## config.mk

```make
export PLATFORM = sky130hd
export DESIGN_NAME = eth_ipv4_tunnel_encap_decap
export DESIGN_NICKNAME = d
export VERILOG_FILES = /design/src/rtl/core/eti_pkg.sv /design/src/rtl/core/eti_front.sv /design/src/rtl/core/eti_queue.sv /design/src/rtl/core/eti_back.sv /design/src/rtl/core/eth_ipv4_tunnel_encap_decap.sv
export SDC_FILE = /design/constraint.sdc
export NUM_CORES = 1
export LEC_CHECK = 0
export BUFFER_PORTS_ARGS = -buffer_cell sky130_fd_sc_hd__buf_2
export CORE_ASPECT_RATIO = 1.4
export CORE_MARGIN = 10
export CORE_UTILIZATION = 55
export CTS_CLUSTER_DIAMETER = 30
export DETAILED_ROUTE_END_ITERATION = 12
export GPL_TIMING_DRIVEN = 1
export PLACE_DENSITY = 0.74
export RECOVER_POWER = 100
export SLEW_MARGIN = 40
export SYNTH_ARGS = -nofsm -noshare
export SYNTH_HDL_FRONTEND = slang
export SYNTH_SLANG_ARGS = --single-unit
export TNS_END_PERCENT = 20
```

## constraint.sdc

```tcl
create_clock -name aclk -period 11.41 [get_ports aclk]
set_clock_uncertainty 0.05 [all_clocks]
set_input_delay 1.7115 -clock aclk [delete_from_list [all_inputs] [get_ports aclk]]
set_output_delay 1.7115 -clock aclk [all_outputs]
set_load 0.05 [all_outputs]
```

## src/rtl/core/eti_pkg.sv

```systemverilog
// ----------------------------------------------------------------------------
// eti_pkg
// Shared types, constants and header builder for the Ethernet/IPv4 tunnel
// encapsulator and decapsulator.
// ----------------------------------------------------------------------------
package eti_pkg;

    // Size limits and header geometry.
    localparam int MAX_PAYLOAD  = 1472;
    localparam int HDR_BYTES    = 34;
    localparam int IP_HDR_BYTES = 20;

    // Request queue between the front and back parts.
    localparam int QUEUE_DEPTH = 4;
    localparam int QPTR_W      = $clog2(QUEUE_DEPTH);
    localparam int QCNT_W      = $clog2(QUEUE_DEPTH + 1);

    // Field widths.
    localparam int LEN_W  = 11;
    localparam int POS_W  = 6;
    localparam int ADDR_W = 3;

    // Request kinds on the input channel.
    localparam logic KIND_OUTBOUND = 1'b0;
    localparam logic KIND_INBOUND  = 1'b1;

    // Result directions.
    localparam logic DIR_WIRE   = 1'b0;
    localparam logic DIR_TUNNEL = 1'b1;

    // Configuration register indexes (selected by paddr[2]).
    localparam logic REG_LOCAL = 1'b0;
    localparam logic REG_PEER  = 1'b1;

    // Fixed header contents.
    localparam logic [15:0] ETHERTYPE_IPV4 = 16'h0800;
    localparam logic [15:0] VER_IHL_TOS    = 16'h4500;
    localparam logic [15:0] TTL_PROTO      = 16'h32FF;

    typedef struct packed {
        logic             kind;
        logic [7:0]       data_byte;
        logic             first;
        logic             last;
        logic [LEN_W-1:0] payload_length;
    } in_item_t;

    typedef struct packed {
        logic       direction;
        logic [7:0] out_byte;
        logic       out_last;
    } out_item_t;

    // One queued request: a byte to forward, optionally preceded by a header.
    typedef struct packed {
        logic             hdr;
        logic             direction;
        logic [7:0]       data_byte;
        logic             last;
        logic [LEN_W-1:0] total;
        logic [15:0]      csum;
    } q_entry_t;

    // Queue status seen by both sides.
    typedef struct packed {
        logic full;
        logic empty;
    } q_status_t;

    // Returns header byte idx of the outbound frame.
    function automatic logic [7:0] hdr_byte(
        input logic [POS_W-1:0] idx,
        input logic [LEN_W-1:0] total,
        input logic [15:0]      csum,
        input logic [31:0]      local_addr,
        input logic [31:0]      peer_addr
    );
        logic [15:0] total16;
        logic [7:0]  b;
        total16 = {{(16-LEN_W){1'b0}}, total};
        case (idx)
            6'd0, 6'd1, 6'd2, 6'd3, 6'd4, 6'd5: b = 8'hFF;
            6'd6:  b = 8'h00;
            6'd7:  b = 8'hAA;
            6'd8:  b = 8'hBB;
            6'd9:  b = 8'hCC;
            6'd10: b = 8'hDD;
            6'd11: b = 8'hEE;
            6'd12: b = ETHERTYPE_IPV4[15:8];
            6'd13: b = ETHERTYPE_IPV4[7:0];
            6'd14: b = VER_IHL_TOS[15:8];
            6'd15: b = VER_IHL_TOS[7:0];
            6'd16: b = total16[15:8];
            6'd17: b = total16[7:0];
            6'd22: b = TTL_PROTO[15:8];
            6'd23: b = TTL_PROTO[7:0];
            6'd24: b = csum[15:8];
            6'd25: b = csum[7:0];
            6'd26: b = local_addr[31:24];
            6'd27: b = local_addr[23:16];
            6'd28: b = local_addr[15:8];
            6'd29: b = local_addr[7:0];
            6'd30: b = peer_addr[31:24];
            6'd31: b = peer_addr[23:16];
            6'd32: b = peer_addr[15:8];
            6'd33: b = peer_addr[7:0];
            default: b = 8'h00;
        endcase
        return b;
    endfunction

endpackage

```

## src/rtl/core/eti_front.sv

```systemverilog
// ----------------------------------------------------------------------------
// eti_front
// Accepts input requests, tracks and filters inbound frames, and queues the
// work for each outbound or forwarded inbound byte, with the header checksum.
// ----------------------------------------------------------------------------
module eti_front (
    input  logic              aclk,
    input  logic              aresetn,
    input  logic              s_valid,
    output logic              s_ready,
    input  eti_pkg::in_item_t s_item,
    input  logic [31:0]       local_address,
    input  logic [31:0]       peer_address,
    input  eti_pkg::q_status_t q_status,
    output logic              q_push,
    output eti_pkg::q_entry_t q_entry
);
    import eti_pkg::*;

    logic [POS_W-1:0] pos_reg, pos_next;
    logic             match_reg, match_next;
    logic             accept;
    logic [POS_W-1:0] pos_cur;
    logic             match_cur;
    logic             fwd_inbound;
    logic [LEN_W-1:0] plen_sat;
    logic [LEN_W-1:0] total;
    logic [18:0]      sum;
    logic [16:0]      fold1;
    logic [15:0]      fold2;

    assign s_ready = !q_status.full;
    assign accept  = s_valid && s_ready;

    // Inbound frame tracking: offset and running match of the header checks.
    always_comb begin
        pos_cur   = s_item.first ? '0 : pos_reg;
        match_cur = s_item.first ? 1'b1 : match_reg;
        if (pos_cur == POS_W'(12) && s_item.data_byte != ETHERTYPE_IPV4[15:8]) begin
            match_cur = 1'b0;
        end
        if (pos_cur == POS_W'(13) && s_item.data_byte != ETHERTYPE_IPV4[7:0]) begin
            match_cur = 1'b0;
        end
        if (pos_cur == POS_W'(30) && s_item.data_byte != local_address[31:24]) begin
            match_cur = 1'b0;
        end
        if (pos_cur == POS_W'(31) && s_item.data_byte != local_address[23:16]) begin
            match_cur = 1'b0;
        end
        if (pos_cur == POS_W'(32) && s_item.data_byte != local_address[15:8]) begin
            match_cur = 1'b0;
        end
        if (pos_cur == POS_W'(33) && s_item.data_byte != local_address[7:0]) begin
            match_cur = 1'b0;
        end
        fwd_inbound = (pos_cur >= POS_W'(HDR_BYTES)) && match_cur;

        pos_next   = pos_reg;
        match_next = match_reg;
        if (accept && s_item.kind == KIND_INBOUND) begin
            if (s_item.last) begin
                pos_next   = '0;
                match_next = 1'b1;
            end else begin
                pos_next   = (pos_cur < POS_W'(HDR_BYTES)) ? pos_cur + POS_W'(1) : pos_cur;
                match_next = match_cur;
            end
        end
    end

    always_ff @(posedge aclk) begin
        if (!aresetn) begin
            pos_reg   <= '0;
            match_reg <= 1'b1;
        end else begin
            pos_reg   <= pos_next;
            match_reg <= match_next;
        end
    end

    // Outbound header length and ones'-complement checksum.
    always_comb begin
        plen_sat = (s_item.payload_length > LEN_W'(MAX_PAYLOAD)) ?
                   LEN_W'(MAX_PAYLOAD) : s_item.payload_length;
        total = plen_sat + LEN_W'(IP_HDR_BYTES);
        sum = 19'(VER_IHL_TOS) + 19'(total) + 19'(TTL_PROTO)
            + 19'(local_address[31:16]) + 19'(local_address[15:0])
            + 19'(peer_address[31:16]) + 19'(peer_address[15:0]);
        fold1 = {1'b0, sum[15:0]} + {14'b0, sum[18:16]};
        fold2 = fold1[15:0] + {15'b0, fold1[16]};
    end

    // Queue entry for the accepted request.
    always_comb begin
        q_entry.hdr       = (s_item.kind == KIND_OUTBOUND) && s_item.first;
        q_entry.direction = (s_item.kind == KIND_OUTBOUND) ? DIR_WIRE : DIR_TUNNEL;
        q_entry.data_byte = s_item.data_byte;
        q_entry.last      = s_item.last;
        q_entry.total     = total;
        q_entry.csum      = ~fold2;
        q_push = accept && ((s_item.kind == KIND_OUTBOUND) || fwd_inbound);
    end

endmodule

```

## src/rtl/core/eti_queue.sv

```systemverilog
// ----------------------------------------------------------------------------
// eti_queue
// Short first-in first-out queue of requests between the front and back parts.
// ----------------------------------------------------------------------------
module eti_queue (
    input  logic               aclk,
    input  logic               aresetn,
    input  logic               push,
    input  eti_pkg::q_entry_t  push_entry,
    input  logic               pop,
    output eti_pkg::q_entry_t  head,
    output eti_pkg::q_status_t status
);
    import eti_pkg::*;

    q_entry_t          mem_reg [QUEUE_DEPTH];
    logic [QPTR_W-1:0] wr_ptr_reg, wr_ptr_next;
    logic [QPTR_W-1:0] rd_ptr_reg, rd_ptr_next;
    logic [QCNT_W-1:0] count_reg, count_next;

    assign status.full  = (count_reg == QCNT_W'(QUEUE_DEPTH));
    assign status.empty = (count_reg == '0);
    assign head         = mem_reg[rd_ptr_reg];

    // Pointer and fill bookkeeping.
    always_comb begin
        wr_ptr_next = wr_ptr_reg;
        rd_ptr_next = rd_ptr_reg;
        count_next  = count_reg;
        if (push) begin
            wr_ptr_next = (wr_ptr_reg == QPTR_W'(QUEUE_DEPTH - 1)) ? '0 : wr_ptr_reg + QPTR_W'(1);
        end
        if (pop) begin
            rd_ptr_next = (rd_ptr_reg == QPTR_W'(QUEUE_DEPTH - 1)) ? '0 : rd_ptr_reg + QPTR_W'(1);
        end
        if (push && !pop) begin
            count_next = count_reg + QCNT_W'(1);
        end else if (pop && !push) begin
            count_next = count_reg - QCNT_W'(1);
        end
    end

    always_ff @(posedge aclk) begin
        if (!aresetn) begin
            wr_ptr_reg <= '0;
            rd_ptr_reg <= '0;
            count_reg  <= '0;
        end else begin
            wr_ptr_reg <= wr_ptr_next;
            rd_ptr_reg <= rd_ptr_next;
            count_reg  <= count_next;
        end
    end

    // Entry storage.
    always_ff @(posedge aclk) begin
        if (push) begin
            mem_reg[wr_ptr_reg] <= push_entry;
        end
    end

endmodule

```

## src/rtl/core/eti_back.sv

```systemverilog
// ----------------------------------------------------------------------------
// eti_back
// Drains queued requests, emitting header bytes then the carried byte into
// an output register, one result per cycle while m_ready is high.
// ----------------------------------------------------------------------------
module eti_back (
    input  logic               aclk,
    input  logic               aresetn,
    input  eti_pkg::q_entry_t  head,
    input  eti_pkg::q_status_t q_status,
    output logic               pop,
    input  logic [31:0]        local_address,
    input  logic [31:0]        peer_address,
    output logic               m_valid,
    input  logic               m_ready,
    output eti_pkg::out_item_t m_item
);
    import eti_pkg::*;

    logic             valid_reg, valid_next;
    out_item_t        item_reg, item_next;
    logic [POS_W-1:0] idx_reg, idx_next;
    logic             load;

    assign m_valid = valid_reg;
    assign m_item  = item_reg;
    assign load    = !valid_reg || m_ready;

    // Pick the next result byte: a header byte while one is due, else the data.
    always_comb begin
        valid_next = valid_reg && !m_ready;
        item_next  = item_reg;
        idx_next   = idx_reg;
        pop        = 1'b0;
        if (load && !q_status.empty) begin
            valid_next          = 1'b1;
            item_next.direction = head.direction;
            if (head.hdr && idx_reg < POS_W'(HDR_BYTES)) begin
                item_next.out_byte = hdr_byte(idx_reg, head.total, head.csum,
                                              local_address, peer_address);
                item_next.out_last = 1'b0;
                idx_next           = idx_reg + POS_W'(1);
            end else begin
                item_next.out_byte = head.data_byte;
                item_next.out_last = head.last;
                idx_next           = '0;
                pop                = 1'b1;
            end
        end
    end

    always_ff @(posedge aclk) begin
        if (!aresetn) begin
            valid_reg <= 1'b0;
            idx_reg   <= '0;
        end else begin
            valid_reg <= valid_next;
            idx_reg   <= idx_next;
        end
    end

    always_ff @(posedge aclk) begin
        item_reg <= item_next;
    end

endmodule

```

## src/rtl/core/eth_ipv4_tunnel_encap_decap.sv

```systemverilog
// ----------------------------------------------------------------------------
// eth_ipv4_tunnel_encap_decap
// Byte-stream Ethernet/IPv4 tunnel encapsulator and decapsulator.
// ----------------------------------------------------------------------------
// The block takes one input byte per cycle while s_ready is high and emits
// at most one result byte per cycle from a registered output. An outbound
// first byte turns into 35 result bytes (the 34-byte header, then the byte);
// every other outbound byte and every forwarded inbound byte yields one
// result byte, and a dropped inbound byte yields none. A four-entry request
// queue between the input side and the output side lets input keep flowing
// during a header burst until it fills; the sustained rate is therefore set
// by the output register, one result byte per cycle while m_ready is high.
// An accepted request is written to the queue, then loaded into the output
// register. Local and peer addresses sit on an APB port at byte addresses 0
// and 4 and must only be changed while no traffic is in flight.
module eth_ipv4_tunnel_encap_decap (
    input  logic                aclk,
    input  logic                aresetn,
    input  logic                s_valid,
    output logic                s_ready,
    input  eti_pkg::in_item_t   s_item,
    output logic                m_valid,
    input  logic                m_ready,
    output eti_pkg::out_item_t  m_item,
    input  logic                psel,
    input  logic                penable,
    input  logic                pwrite,
    input  logic [eti_pkg::ADDR_W-1:0] paddr,
    input  logic [31:0]         pwdata,
    output logic [31:0]         prdata,
    output logic                pready
);
    import eti_pkg::*;

    logic [31:0] local_reg, local_next;
    logic [31:0] peer_reg, peer_next;
    logic        cfg_write;
    logic        q_push;
    logic        q_pop;
    q_entry_t    q_in;
    q_entry_t    q_head;
    q_status_t   q_status;

    // Configuration registers.
    assign pready    = 1'b1;
    assign cfg_write = psel && penable && pwrite;
    assign prdata    = (paddr[2] == REG_PEER) ? peer_reg : local_reg;

    always_comb begin
        local_next = local_reg;
        peer_next  = peer_reg;
        if (cfg_write) begin
            if (paddr[2] == REG_LOCAL) begin
                local_next = pwdata;
            end else begin
                peer_next = pwdata;
            end
        end
    end

    always_ff @(posedge aclk) begin
        if (!aresetn) begin
            local_reg <= 32'hC0A8_FF01;
            peer_reg  <= 32'hC0A8_FF0A;
        end else begin
            local_reg <= local_next;
            peer_reg  <= peer_next;
        end
    end

    // Front part: acceptance, inbound filtering, header preparation.
    eti_front u_front (
        .aclk          (aclk),
        .aresetn       (aresetn),
        .s_valid       (s_valid),
        .s_ready       (s_ready),
        .s_item        (s_item),
        .local_address (local_reg),
        .peer_address  (peer_reg),
        .q_status      (q_status),
        .q_push        (q_push),
        .q_entry       (q_in)
    );

    // Request queue.
    eti_queue u_queue (
        .aclk       (aclk),
        .aresetn    (aresetn),
        .push       (q_push),
        .push_entry (q_in),
        .pop        (q_pop),
        .head       (q_head),
        .status     (q_status)
    );

    // Back part: header and byte emission.
    eti_back u_back (
        .aclk          (aclk),
        .aresetn       (aresetn),
        .head          (q_head),
        .q_status      (q_status),
        .pop           (q_pop),
        .local_address (local_reg),
        .peer_address  (peer_reg),
        .m_valid       (m_valid),
        .m_ready       (m_ready),
        .m_item        (m_item)
    );

    // The queue is never written while full.
    a_no_push_full: assert property (@(posedge aclk) disable iff (!aresetn)
        q_status.full |-> !q_push)
        else $error("request queue written while full");

    // The queue is never read while empty.
    a_no_pop_empty: assert property (@(posedge aclk) disable iff (!aresetn)
        q_status.empty |-> !q_pop)
        else $error("request queue read while empty");

    // Every accepted outbound byte produces a queued request.
    a_outbound_queued: assert property (@(posedge aclk) disable iff (!aresetn)
        (s_valid && s_ready && s_item.kind == KIND_OUTBOUND) |-> q_push)
        else $error("outbound request lost");

endmodule
```

* Word level (Yosys, flattened, before mapping)
Memories as Yosys holds them, arrays and structs flattened. A register that Yosys moved wholly into a read port is not among the register bits. Index checks and enable logic that the tools add are counted.
Storage, ports and cells: word-level logic and storage cells 136, bits of input ports 64, register bits after elaboration 95, RAM bits 152, output and inout port bits 45, memories kept 1
Operators by class: mux-type cells 28, equality and inequality tests 40, order comparisons 4, $add $sub $neg 15, reductions and logical operators 33, bitwise logic cells 3
Memories:
- u_queue.mem_reg | words 4, width 38, rd ports 1, clocked after Yosys merged registers in 1, wr ports 1, line eti_queue.sv:16 | q_entry_t mem_reg [QUEUE_DEPTH];
Operator list (count):
- $pmux W8 S21 | 1
- $eq A6 B5 Y1 const B | 14
- $add A19 B16 Y19 | 4
- $eq A6 B4 Y1 const B | 8
- $mux W32 | 1
- $ne A8 B8 Y1 | 4
- $eq A6 B6 Y1 const B | 4
- $mux W6 | 4
- $add A19 B14 Y19 const B | 1
- $eq A6 B3 Y1 const B | 3
- $logic_and A1 B1 Y1 | 18
- $add A16 B3 Y17 | 1
- $add A15 B11 Y16 const A | 1
- $add A16 B1 Y16 | 1
- $not A16 Y16 | 1
- $mux W1 | 14
- $add A6 B1 Y6 const B | 2
- $eq A6 B2 Y1 const B | 2
- $lt A6 B6 Y1 const B | 2
- $add A11 B5 Y11 const B | 1
- $gt A11 B11 Y1 const B | 1
- $mux W11 | 1
- $mux W9 | 1
- $mux W2 | 4
- 18 further kinds | 29

* Logic depth before layout (Yosys ltp)
depth after elaboration 16, depth in mapped cells 40

* Hierarchy
From an unflattened synthesis, not the netlist that was laid out.
Second synthesis, totals: cells, all modules 1224, area, all modules 14674.1 um2
By module, submodules not included:
- eti_queue | cells each 242, area each 5955.7 um2, times used 1
- eti_front | cells each 495, area each 4017.6 um2, times used 1
- eth_ipv4_tunnel_encap_decap | cells each 286, area each 2952.8 um2, times used 1
- eti_back | cells each 201, area each 1747.9 um2, times used 1

* Worst setup path after synthesis
No wires, ideal clock.
kind in2reg, from input s_item[0] in the netlist's numbering, to memory u_queue.mem_reg[0][14] in the netlist's numbering (data pin), stages 39, buffers on the path 1, path slack 688 ps, data arrival time 10497 ps, cells stage by stage or4_1 > o31a_1 > o21ai_1 > nand2_1 > inv_1 > ha_1 > o21a_1 > nand3_1 > xor2_1 > nand2_1 > ha_1 > inv_1 > ha_1 > fa_1 > fa_1 > inv_1 > ha_1 > buf_2 > [... 3 more ...] > a21oi_1 > o21bai_1 > a21oi_1 > xnor2_1 > ha_1 > inv_1 > fa_1 > nor2b_1 > o211ai_1 > or3_1 > nor4_1 > ha_1 > nor2b_1 > and2_2 > nand2_1 > or3_1 > o311a_1 > nor3_2
RTL lines:
- start, declared | line eth_ipv4_tunnel_encap_decap.sv:21 | input eti_pkg::in_item_t s_item,
- end, declared | line eti_queue.sv:16

==> run_results.csv <==
group,metric,value,unit
placement,dp.cells,1708,
critical_path,crit_buf_inv,4,
yosys,syn_inst,1342,
yosys,synth_area_leader_cell,"edfxtp_1",
layout,layoutNonFillerInstCount,1772,
sta,period_share,93.50,%
global_route,grt_max_degree,83,
floorplanning,io_pins,109,
sta,finalCriticalPeriod,10670,ps
layout,diodes,0,
yosys,synth.area.top_cells,"edfxtp_1 33%, dfxtp_1 12%, fa_1 6.3%",
sta,worstMarginPinSlew,3239,ps
yosys,syn_area,14540,um2
critical_path,critical_path.startpoint_type,"input pin",
detailed_routing,num_vias,10820,
detailed_routing,dr.pass1.iters,6,
detailed_routing,wl_per_cell,22.27,um
layout,num-fill-cells,2139,
sta,hold_slack,437.1,ps
critical_path,cp.required,11690,ps
placement,gp_congestion,1.008,
clock_network,h-tree-depth,2,
critical_path,crit_arrival,10940,ps
power,netSwitchingPower,0.001424,W
critical_path,critPathCaptureType,"flop",
yosys,async_reset_ff_share,0,%
power,power.share.switching,37.57,%
power,p_comb_share,39.8,%
sta,setup_viol,0,
critical_path,critPathMaxFanout,6,
floorplanning,dieArea,33430,um2
floorplanning,start_util,55.70,%
floorplanning,die_w,157.4,um
yosys,synth_cell_types,92,
clock_network,cts-root-buf,"clkbuf_16",
floorplanning,placementRows,70,
sta,final_max_slew_viol_count,338,
power,total_power,0.003791,W
sta,relSlewSlack,-115.9,%
detailed_routing,drtIter0Drc,952,
yosys,synth_ff_type,"edfxtp_1",
status,status,"finished with violations",
hold_path,hold_class,"flop to flop",
clock_network,clock-sinks,249,
critical_path,slowest_delay,540,ps
power,p_per_area,231.2,nW/um2
global_route,grt_pass1_wl,61330,um
yosys,synth-warning-count,0,
floorplanning,core,26100,um2
clock_network,cts.clk_slew.worst_paths,60,ps
placement,numPortBuffers,105,
layout,largest_register_ffs,152,
critical_path,critical-path-top-delay-family,"simple AND/OR/NAND/NOR gates",
clock_network,tritoncts,"built",
detailed_routing,ant_nets,0,
global_route,first_global_vias,10920,
placement,dpl_cell_area,15260,um2
layout,finish.instance_area,16400,um2
yosys,syn-num-nets,1508,
power,leakage,6.073,nW
job,cap_violations,7,
clock_network,cts_buffers,36,
sta,hold_viol,0,
yosys,synth_area_per_cell,10.83,um2
yosys,synth-seq-area-share,45.45,%
power,clkPwrFrac,28.6,%
clock_network,cts_max_path_buffers,3,
detailed_routing,drc,0,
placement,dp_hpwl,29250,um
global_route,antenna_found_initial,0,
power,p_int,0.002367,W
layout,final_nets,1588,
clock_network,clkLatencyLatePin,530,ps
yosys,synth_top_area_share,33.47,%
power,vdd_drop_max,0.1371,mV
critical_path,worst_path_max_delay_cell,"fa_1",
detailed_routing,viasPerCell,6.103,
yosys,synth_edf_count,162,
critical_path,critical_path_class,"input pin to flop",
layout,layout-area-overhead-vs-synth,12.79,%
layout,drive_above_1_share,13.60,%
floorplanning,die_h,212.4,um
status,violations,"max-capacitance violations, max-slew violations",
detailed_routing,wl,39460,um
yosys,ys_ff_latch,249,
global_route,gr-total-overflow,0,
power,p_seq_share,31.6,%
sta,max_freq,93.74,MHz
global_route,grt_usage,23.85,%
-- per-layer routing --
layer / routed length [um] / up-vias / global-route usage [%] / share of wire [%]
li1: - / 4982 / - / -
met1: 15330 / 5248 / 29.70 / 39
met2: 19110 / 457 / 38.55 / 48
met3: 2761 / 128 / 4.004 / 7.0
met4: 2264 / 0 / 13.54 / 5.7
met5: 0 / - / 0 / 0
-- worst min-delay path: stages (launching register included) --
cell,delay (ps)
dfxtp_1,310
nand2_1,50
a21boi_0,60
-- power by group through the flow --
stage	Combinational, W	Sequential, W	Clock (W)
after floorplan	0.00108	0.00127	0
after global placement	0.00146	0.00121	0
after detailed placement	0.00149	0.00121	0
after CTS	0.00150	0.00120	0.00110
after global routing	0.00165	0.00121	0.00113
final	0.00151	0.00120	0.00108
-- layout make-up --
class	instances	area, um2	share of cell area [%]
multi-input cells	893	7173	43.75
flip-flops and latches	249	6606	40.29
inverters	127	476.7	2.908
clock buffers	37	904.6	5.517
clock inverters	27	292.8	1.786
well taps	324	405.4	2.473
repair buffers	115	536.8	3.274
-- per-stage QoR --
| step | setup WS (ps) | utilization [%] | TNS [ps] |
|---|---|---|---|
| floorplan | 687.5 | - | 0 |
| finish | 741.7 | 62.82 | 0 |
| CTS | 333.8 | 63.05 | 0 |
| detailed placement | -96.39 | 58.46 | -776.0 |
| global placement | 109.4 | 58.33 | 0 |
| global route | -23.14 | 62.82 | -92.09 |
-- cells in the final DEF (no fill, tap or decap), drive strengths merged, types with 22 or more instances in the layout --
cell type  netlist  final
xnor2           58     58
a21oi           28     28
mux4            38     38
a21boi          39     39
and2            24     24
nor2            42     42
o211ai          22     22
dfxtp           87     87
inv            127    138
o21ai           54     54
nand2          194    194
nand3           35     35
fa              46     46
buf             11     56
clkbuf          62     96
edfxtp         162    162
ha              56     56
-- cell usage after synthesis (4+ instances only) --
master,n
a22oi_1,19
nor3_1,15
nand2b_1,7
mux2_2,8
and3_1,10
and2_1,22
nor2_1,42
fa_1,46
a22o_1,14
clkbuf_1,60
nand4_1,20
nor2b_1,16
ha_1,56
a21oi_1,28
a31oi_1,4
o21ai_0,47
nand2_1,193
mux2i_1,7
inv_1,127
a21o_1,6
nor4_1,6
a211oi_1,6
or3_1,6
o21a_1,4
dfxtp_1,87
mux4_2,38
edfxtp_1,162
o211ai_1,22
a2111oi_0,4
o22ai_1,12
xnor2_1,58
a21boi_0,38
o21ai_1,6
nand3_1,35
xor2_1,13
a221oi_1,8
-- final timing paths --
kind | start | end | slack [ps] | cells past startpoint
max reg2reg | peer_reg[2] | u_queue.mem_reg[2][14] | 3470 | 28
min reg2reg | u_back.m_valid | u_back.m_valid | 440 | 2
min | u_back.m_valid | u_back.m_valid | 440 | 2
max | s_item[0] | u_queue.mem_reg[2][14] | 740 | 39
-- cells by family (layout without fill, tap and decap cells) --
family                   count (synthesis)  after routing  synth area share, %
XOR/XNOR                                71             71                4.278
AO/OA/AOI/OAI                          271            271                13.76
AND/OR/NAND/NOR                        395            395                12.81
other                                    1              1              0.02580
buffers and inverters                  200            306                5.535
multiplexers                            53             53                6.989
adder cells (fa/ha/maj)                102            102                11.16
flip-flops                             249            249                45.45
-- timing repair --
item,4_1_cts,5_1_grt
resized for setup,0,7
hold buffers,0,0
hold endpoints to repair,0,0
setup buffers,0,0
endpoints found under the setup margin,0,40
(Power assumes the default switching activity.)
